### src/rtl/rv32x_pkg.sv
// ----------------------------------------------------------------------------
// rv32x_pkg
// Shared constants, opcode codes and interface types of the RV32I subset
// execute unit.
// ----------------------------------------------------------------------------
package rv32x_pkg;

    localparam int XLEN           = 32;
    localparam int RF_DEPTH       = 32;
    localparam int RF_AW          = 5;
    localparam int DMEM_WORDS_DEF = 1024;

    // Major opcodes
    localparam logic [6:0] OP_REG    = 7'h33;
    localparam logic [6:0] OP_IMM    = 7'h13;
    localparam logic [6:0] OP_LUI    = 7'h37;
    localparam logic [6:0] OP_AUIPC  = 7'h17;
    localparam logic [6:0] OP_JAL    = 7'h6f;
    localparam logic [6:0] OP_JALR   = 7'h67;
    localparam logic [6:0] OP_BRANCH = 7'h63;
    localparam logic [6:0] OP_LOAD   = 7'h03;
    localparam logic [6:0] OP_STORE  = 7'h23;

    // funct3 codes
    localparam logic [2:0] F3_ADD  = 3'd0;
    localparam logic [2:0] F3_SLL  = 3'd1;
    localparam logic [2:0] F3_SLT  = 3'd2;
    localparam logic [2:0] F3_XOR  = 3'd4;
    localparam logic [2:0] F3_SR   = 3'd5;
    localparam logic [2:0] F3_OR   = 3'd6;
    localparam logic [2:0] F3_AND  = 3'd7;
    localparam logic [2:0] F3_BEQ  = 3'd0;
    localparam logic [2:0] F3_BNE  = 3'd1;
    localparam logic [2:0] F3_BLT  = 3'd4;
    localparam logic [2:0] F3_BGE  = 3'd5;
    localparam logic [2:0] F3_WORD = 3'd2;
    localparam logic [2:0] F3_JALR = 3'd0;

    // funct7 codes
    localparam logic [6:0] F7_BASE = 7'h00;
    localparam logic [6:0] F7_ALT  = 7'h20;

    // Outcome of executing one instruction word
    typedef struct packed {
        logic            known;
        logic            wr;
        logic            mw;
        logic            load;
        logic [RF_AW-1:0] rd;
        logic [XLEN-1:0] val;
        logic [XLEN-1:0] addr;
        logic [XLEN-1:0] npc;
    } t_exec_res;

    // A register file write, pending or completed
    typedef struct packed {
        logic             v;
        logic [RF_AW-1:0] addr;
        logic [XLEN-1:0]  data;
    } t_rf_wr;

endpackage

### src/rtl/rv32x_ram.sv
// ----------------------------------------------------------------------------
// rv32x_ram
// Generic single write port, single read port RAM with a registered read.
// ----------------------------------------------------------------------------
module rv32x_ram #(
    parameter int WIDTH = 32,
    parameter int DEPTH = 32
) (
    input  logic                     i_clk,
    input  logic                     i_we,
    input  logic [$clog2(DEPTH)-1:0] i_waddr,
    input  logic [WIDTH-1:0]         i_wdata,
    input  logic                     i_re,
    input  logic [$clog2(DEPTH)-1:0] i_raddr,
    output logic [WIDTH-1:0]         o_rdata
);

    logic [WIDTH-1:0] r_mem [DEPTH];
    logic [WIDTH-1:0] r_rdata;

    always_ff @(posedge i_clk) begin
        if (i_we) begin
            r_mem[i_waddr] <= i_wdata;
        end
        if (i_re) begin
            r_rdata <= r_mem[i_raddr];
        end
    end

    assign o_rdata = r_rdata;

endmodule

### src/rtl/rv32x_regfile.sv
// ----------------------------------------------------------------------------
// rv32x_regfile
// Register file: two RAM copies for the two source reads, per-entry valid
// bits for the zero reset, and forwarding of the pending and the last write.
// ----------------------------------------------------------------------------
module rv32x_regfile import rv32x_pkg::*; (
    input  logic             i_clk,
    input  logic             i_rst_n,
    input  logic             i_re,
    input  logic [RF_AW-1:0] i_raddr_a,
    input  logic [RF_AW-1:0] i_raddr_b,
    input  t_rf_wr           i_wr,
    input  t_rf_wr           i_pend,
    output logic [XLEN-1:0]  o_rdata_a,
    output logic [XLEN-1:0]  o_rdata_b
);

    logic [RF_AW-1:0]    r_ra_a;
    logic [RF_AW-1:0]    r_ra_b;
    logic [RF_DEPTH-1:0] r_valid;
    t_rf_wr              r_last;
    logic [XLEN-1:0]     ram_a;
    logic [XLEN-1:0]     ram_b;

    rv32x_ram #(.WIDTH(XLEN), .DEPTH(RF_DEPTH)) u_bank_a (
        .i_clk   (i_clk),
        .i_we    (i_wr.v),
        .i_waddr (i_wr.addr),
        .i_wdata (i_wr.data),
        .i_re    (i_re),
        .i_raddr (i_raddr_a),
        .o_rdata (ram_a)
    );

    rv32x_ram #(.WIDTH(XLEN), .DEPTH(RF_DEPTH)) u_bank_b (
        .i_clk   (i_clk),
        .i_we    (i_wr.v),
        .i_waddr (i_wr.addr),
        .i_wdata (i_wr.data),
        .i_re    (i_re),
        .i_raddr (i_raddr_b),
        .o_rdata (ram_b)
    );

    // The pending write is the youngest, then the last completed write, then
    // whatever the bank returned. An entry never written is zero.
    function automatic logic [XLEN-1:0] pick(
        input logic [RF_AW-1:0] ra,
        input logic [XLEN-1:0]  ram,
        input t_rf_wr           pend,
        input t_rf_wr           last,
        input logic [RF_DEPTH-1:0] valid
    );
        logic [XLEN-1:0] res;
        if (pend.v && pend.addr == ra) begin
            res = pend.data;
        end else if (last.v && last.addr == ra) begin
            res = last.data;
        end else if (valid[ra]) begin
            res = ram;
        end else begin
            res = '0;
        end
        return res;
    endfunction

    always_ff @(posedge i_clk) begin
        if (!i_rst_n) begin
            r_valid <= '0;
            r_last  <= '0;
        end else begin
            if (i_wr.v) begin
                r_valid[i_wr.addr] <= 1'b1;
                r_last             <= i_wr;
            end
        end
        if (i_re) begin
            r_ra_a <= i_raddr_a;
            r_ra_b <= i_raddr_b;
        end
    end

    assign o_rdata_a = pick(r_ra_a, ram_a, i_pend, r_last, r_valid);
    assign o_rdata_b = pick(r_ra_b, ram_b, i_pend, r_last, r_valid);

endmodule

### config.mk
export PLATFORM = sky130hd
export DESIGN_NAME = rv32x_regfile
export DESIGN_NICKNAME = d
export VERILOG_FILES = /design/src/rtl/rv32x_pkg.sv /design/src/rtl/rv32x_ram.sv /design/src/rtl/rv32x_regfile.sv
export SDC_FILE = /design/constraint.sdc
export NUM_CORES = 1
export LEC_CHECK = 0
export BUFFER_PORTS_ARGS = -buffer_cell sky130_fd_sc_hd__buf_4
export CORE_MARGIN = 3
export CORE_UTILIZATION = 59
export DETAILED_ROUTE_END_ITERATION = 8
export PLACE_DENSITY_LB_ADDON = 0.25
export SLEW_MARGIN = 30
export SYNTH_ARGS = -nofsm -noshare
export SYNTH_HDL_FRONTEND = slang
export SYNTH_SLANG_ARGS = --single-unit
### constraint.sdc
create_clock -name i_clk -period 5.6 [get_ports i_clk]
set_input_delay 1.12 -clock i_clk [delete_from_list [all_inputs] [get_ports i_clk]]
set_output_delay 1.12 -clock i_clk [all_outputs]
set_load 0.01 [all_outputs]
==> impl_metrics.json, run 1 <==
{
  "run_status": "finished, final reports clean",
  "clock_tree_from_tritoncts": "yes",
  "route.detailed.drc": 0,
  "muxShareOfSynthArea": 0.308,
  "setup-violations-final": 0,
  "synth.yosys.warnings": 0,
  "placed_cells_incl_taps": 3820,
  "fillCellCount": 5469,
  "htree_num_levels": 3,
  "postLayoutSetupSlackWorst_ns": 0.757,
  "routed_via_density": 7.48,
  "place.port_buffers": 152,
  "worstSetupPathType": "reg -> out",
  "cts_buffers": 117,
  "synth.yosys.seq_area_share": 0.637,
  "setup.worst_path.end_class": "output pin",
  "synth_top_family_by_area": "multiplexers",
  "die_height_um": 308,
  "track_usage": 0.331,
  "cp_data_arrival_time_ns": 3.72,
  "hold_viol_final": 0,
  "detail_route.wirelength_um": 154000,
  "worst_setup_hold_path_clk_slew_ns": 0.06,
  "fin_setup_tns_ns": 0,
  "finalWorstPathRequiredPeriod_ns": 4.84,
  "worst_hold_slack_ns": 0.494,
  "share_of_cells_above_drive_strength_1": 0.416,
  "synth.net_count": 2684,
  "cts_root_buffer": "clkbuf_16",
  "finish.cell_count_without_fillers": 4044,
  "area.sequential_um2": 34400,
  "floorplan.die.width_um": 308,
  "rsz_0062_raised_after_global_routing": "false",
  "clkSinkCount": 1168,
  "holdCritStartpoint": "r_valid[20]",
  "layout.cells.most_common": "edfxtp_1",
  "worst_slew_margin_rel": 0.311,
  "detail_route.first_pass.iterations": 8,
  "grt-ovfl-total": 0,
  "multiInputGateArea_um2": 18800,
  "synth_compound_area_frac": 0.0108,
  "power.density_nw_per_um2": 324,
  "yosys.area_share.adder": 0,
  "cts_hold_buf": 0,
  "synthesis.area_um2": 53900,
  "fraction_of_registers_with_async_set_or_reset_after_synthesis": 0,
  "synth_enable_flop_cells": 1098,
  "cap_viol_max_count": 0,
  "cp.required_ns": 4.48,
  "finClkSkew_ns": 0.0235,
  "crit-reg2reg-launch": "u_bank_b.r_mem[3][22]",
  "grt_antenna_before_repair": 6,
  "die-area_um2": 95100,
  "first_global_vias": 30937,
  "flow.area_growth_from_synthesis_pct": 13.3,
  "worstSkewPairLatency_ns": 0.70,
  "dr_total_vias": 30264,
  "global_route_wire_length_before_repair_um": 221000,
  "max_clock_freq_ghz": 0.206,
  "clock_path_buffers": 3,
  "detail_route.iter0.violations": 4727,
  "worst-path-max-fanout": 21,
  "ir_drop_mv": 0.285,
  "std_cell_rows": 110,
  "timing.final.max_slew_violations": 0,
  "ys_dominant_reg_cell": "edfxtp_1",
  "floorplan_core_area_um2": 90300,
  "grt_start_max_net_pins": 87,
  "layout_worst_path_cycle_share": 0.865,
  "routed_wire_per_std_cell_um": 38.0,
  "dpl.hpwl_um": 87700,
  "start_kind": "flop",
  "post_cts.repair.setup_buffers": 0,
  "synth_cells": 2595,
  "timing_worst_slew_pin_value_ns": 1.03,
  "min_path_type": "reg -> reg",
  "post_cts_resized": 0,
  "final_nets": 2852,
  "synthXorXnorAreaFrac": 0.00325,
  "place_congestion": 0.845,
  "layout.cells.most_common_list": "1,098 x edfxtp_1, 650 x mux4_2, 219 x buf_4",
  "postRouteAntennaNets": 0,
  "netlist-cell-type-count": 27,
  "power_leakage_nw": 19.9,
  "ys_ff_latch": 1168,
  "setup.worst_path.start": "r_ra_b[2]",
  "initial_core_util": 0.597,
  "setup_slack_placement_ns": 0.919,
  "ioPinCount": 153,
  "synth_area_per_cell_um2": 20.8,
  "synth_simple_gate_area_frac": 0.0206
}
==> critical path, cell delays in order (launching register included) <==
cell      delay [ns]
edfxtp_1        0.60
xor2_1          0.22
nor4_1          0.50
nand3_4         0.48
nand4b_1        0.31
buf_4           0.49
o21ai_0         0.23
buf_4           0.19
==> synthesized netlist by cell type, drive strengths merged (8+ instances only) <==
library cell	n	area share
xor2	8	0.0013
edfxtp	1098	0.61
nor2b	39	0.0045
nor2	37	0.0026
nor3	64	0.0059
mux2i	127	0.024
mux4	650	0.27
clkbuf	111	0.0077
xnor2	12	0.0019
o21a	33	0.0046
dfxtp	70	0.026
o21ai	64	0.0059
mux2	64	0.013
nand2	67	0.0047
inv	32	0.0022
buf	94	0.0098
==> power by group <==
group,internal [W],switching (W)
combinational,0.000812,0.000953
sequential,0.00973,0.000101
clock,0.00479,0.00339
==> kinds of logic (layout without fill, tap and decap cells) <==
family | Yosys count | in the layout
AO/OA/AOI/OAI | 99 | 99
XOR/XNOR | 20 | 20
buffers and inverters | 237 | 508
flip-flops | 1168 | 1168
multiplexers | 841 | 841
other | 0 | 2
AND/OR/NAND/NOR | 230 | 230
==> stage by stage <==
step | power (W) | area [µm²] | utilization
final | 0.0198 | 61100 | 0.677
after global routing | 0.0203 | 61100 | 0.677
after CTS | 0.0198 | 61100 | 0.677
after detailed placement | 0.0118 | 57100 | 0.632
after global placement | 0.0117 | 57000 | 0.631
after floorplan | 0.0110 | 53900 | -
==> state kept, by name, indices dropped and copies added, names as in the netlist <==
signal,count
r_ra_b,5
u_bank_b.o_rdata,32
r_ra_a,5
u_bank_a.o_rdata,32
u_bank_b.r_mem,992
u_bank_a.r_mem,32
r_last,38
r_valid,32
==> layer usage <==
metal  track usage  up-vias  routed length (µm)
met2         0.514     2394               73700
met1         0.465    16002               54300
met5             0        -                  13
met3        0.0858      343               20200
met4         0.120        2                5350
li1              -    11523                   -
==> layout make-up <==
type,count,share of cell area
clock inverters,78,0.0143
inverters,32,0.00197
multi-input cells,1190,0.307
diodes,2,0.0000819
repair buffers,254,0.0380
well taps,1176,0.0241
clock buffers,144,0.0517
flip-flops and latches,1168,0.563
==> worst paths after layout <==
kind	endpoint	slack, ns	depth (start not counted)
worst max-delay path	o_rdata_b[24]	0.76	7
worst min-delay path	r_valid[20]	0.49	1
worst max register to register	u_bank_b.o_rdata[22]	3.58	3
worst min register to register	r_valid[20]	0.49	1
No activity file was read; power rests on OpenSTA's default activity.
==> run 2, diff against run 1 <==
--- a/config.mk
+++ b/config.mk
@@ -7,5 +7,5 @@
 export LEC_CHECK = 0
 export BUFFER_PORTS_ARGS = -buffer_cell sky130_fd_sc_hd__buf_4
-export CORE_MARGIN = 3
+export CORE_MARGIN = 2
 export CORE_UTILIZATION = 59
 export DETAILED_ROUTE_END_ITERATION = 8
==> constraint.sdc (replaced) <==
create_clock -name i_clk -period 5.1 [get_ports i_clk]
set_input_delay 0.51 -clock i_clk [delete_from_list [all_inputs] [get_ports i_clk]]
set_output_delay 0.51 -clock i_clk [all_outputs]
set_load 0.01 [all_outputs]
==> impl_metrics.json, run 2 (synthesis results as in run 1) <==
{
  "die_height_um": 306,
  "place.port_buffers": 152,
  "global_route_wire_length_before_repair_um": 221000,
  "flow.area_growth_from_synthesis_pct": 12.8,
  "cp_data_arrival_time_ns": 4.24,
  "total_internal_power_w": 0.0167,
  "run_status": "finished, final reports clean",
  "final_util": 0.674,
  "cts_buffers": 115,
  "global_route.peak_usage_layer": "met2",
  "grt_use_met2": 0.537,
  "first_global_vias": 30789,
  "grt_antenna_before_repair": 4,
  "share_of_cells_above_drive_strength_1": 0.412,
  "clock_tree_from_tritoncts": "yes",
  "rsz_0062_raised_after_global_routing": "false",
  "finClkSkew_ns": 0.0227,
  "r2r.worst_path.cells": 3,
  "worstSkewPairLatency_ns": 0.70,
  "post_cts.repair.setup_buffers": 0,
  "postRouteAntennaNets": 0,
  "max_clock_freq_ghz": 0.211,
  "final_nets": 2836,
  "cap_viol_max_count": 0,
  "layout_top_registers": "u_bank_b.r_mem: 992 flops, r_last: 38 flops",
  "worst_slew_margin_rel": 0.312,
  "setup_slack_placement_ns": 1.16,
  "layout.cells.most_common": "edfxtp_1",
  "detail_route.iter0.violations": 4802,
  "clkSinkCount": 1168,
  "netSwitchingFraction": 0.225,
  "worst_setup_hold_path_clk_slew_ns": 0.06,
  "power_leakage_nw": 19.8,
  "dpl.hpwl_um": 84100,
  "floorplan.die.width_um": 306,
  "setup.reg_to_reg.worst_slack_ns": 3.05,
  "grt_start_max_net_pins": 97,
  "timing.final.max_slew_violations": 0,
  "track_usage": 0.335,
  "worst_hold_slack_ns": 0.133,
  "floorplan_core_area_um2": 90300,
  "place_congestion": 0.823,
  "routed_via_density": 7.53,
  "setup-violations-final": 0,
  "globalRouteMet1Util": 0.459,
  "power.density_nw_per_um2": 354,
  "cts_root_buffer": "clkbuf_16",
  "power.sequential.fraction": 0.502,
  "clock_path_buffers": 3,
  "clock_power_share": 0.409,
  "detail_route.first_pass.iterations": 5,
  "postLayoutCellArea_um2": 60900,
  "start_kind": "flop",
  "htree_num_levels": 3,
  "holdCritStartpoint": "i_wr[33]",
  "ioPinCount": 153,
  "worst-path-max-fanout": 21,
  "dr_total_vias": 30289,
  "switching_power_w": 0.00485,
  "initial_core_util": 0.597,
  "worst_hold_path_cell_count": 3,
  "die-area_um2": 93900,
  "worstReg2RegEnd": "u_bank_b.o_rdata[10]",
  "power.combinational.fraction": 0.089,
  "cts_hold_buf": 0,
  "std_cell_rows": 110,
  "hold_viol_final": 0,
  "post_cts_resized": 0,
  "flip_flop_count_of_the_largest_register_after_layout": 992,
  "grt.met3_usage": 0.0743,
  "layout.cells.most_common_list": "1,098 x edfxtp_1, 650 x mux4_2, 209 x buf_4",
  "post_dp_cell_area_um2": 56900,
  "timing_worst_slew_pin_value_ns": 1.03,
  "finalWorstPathRequiredPeriod_ns": 4.75,
  "min_delay_worst_endpoint": "r_last[33]",
  "postLayoutSetupSlackWorst_ns": 0.351,
  "setup.worst_path.end_class": "output pin",
  "layout_worst_path_cycle_share": 0.931,
  "fin_setup_tns_ns": 0,
  "grt-ovfl-total": 0,
  "min_path_type": "in -> reg",
  "cp.required_ns": 4.59,
  "crit-reg2reg-launch": "u_bank_b.r_mem[3][10]",
  "worstSetupPathType": "reg -> out",
  "largest_register": "u_bank_b.r_mem",
  "routed_wire_per_std_cell_um": 38.3,
  "ir_drop_mv": 0.308,
  "detail_route.wirelength_um": 154000,
  "route.detailed.drc": 0
}
run 2: power by group through the flow:
stage          Clock [W]  Combinational (W)  Sequential (W)
6_report         0.00880            0.00192          0.0108
3_3_place_gp           0            0.00186          0.0110
2_1_floorplan          0            0.00119          0.0109
5_1_grt          0.00922            0.00200          0.0108
3_5_place_dp           0            0.00190          0.0110
4_1_cts          0.00884            0.00191          0.0108
run 2: critical path: stages, from the launching register on:
cell,delay [ns]
edfxtp_1,0.89
mux2i_1,0.18
mux4_2,0.49
a22oi_1,0.20
nand4b_1,0.61
buf_4,0.52
o21ai_0,0.40
buf_4,0.20
run 2: final cells by class:
type                       count  area, µm²
sequential                  1168      34400
fill                        5610      29400
multi-input combinational   1190      18800
clock buffer                 147       3200
timing repair buffer         240       2190
tap                         1176       1470
clock inverter                71        752
inverter                      32        120
antenna                        1       2.50
run 2: how the worst max path moves through the flow:
| stage | to | startpoint |
|---|---|---|
| floorplan | u_bank_b.r_mem[13][0] | i_wr[37] |
| global placement | o_rdata_b[12] | r_ra_b[1] |
| detailed placement | o_rdata_b[9] | r_ra_b[1] |
| CTS | o_rdata_b[9] | r_ra_b[1] |
| global route | o_rdata_b[9] | r_ra_b[1] |
| finish | o_rdata_b[9] | r_ra_b[1] |
run 2: per-layer routing:
layer | routed length (µm) | part of all wire
met5 | 33 | 0.00021
met4 | 6190 | 0.040
met3 | 18400 | 0.12
met2 | 76200 | 0.49
met1 | 53300 | 0.35
run 2: through the flow:
stage | power (W) | instances
3_5_place_dp | 0.0129 | 3805
5_1_grt | 0.0220 | 4024
2_1_floorplan | 0.0121 | 2595
3_3_place_gp | 0.0128 | 3802
6_report | 0.0215 | 4025
4_1_cts | 0.0215 | 4023
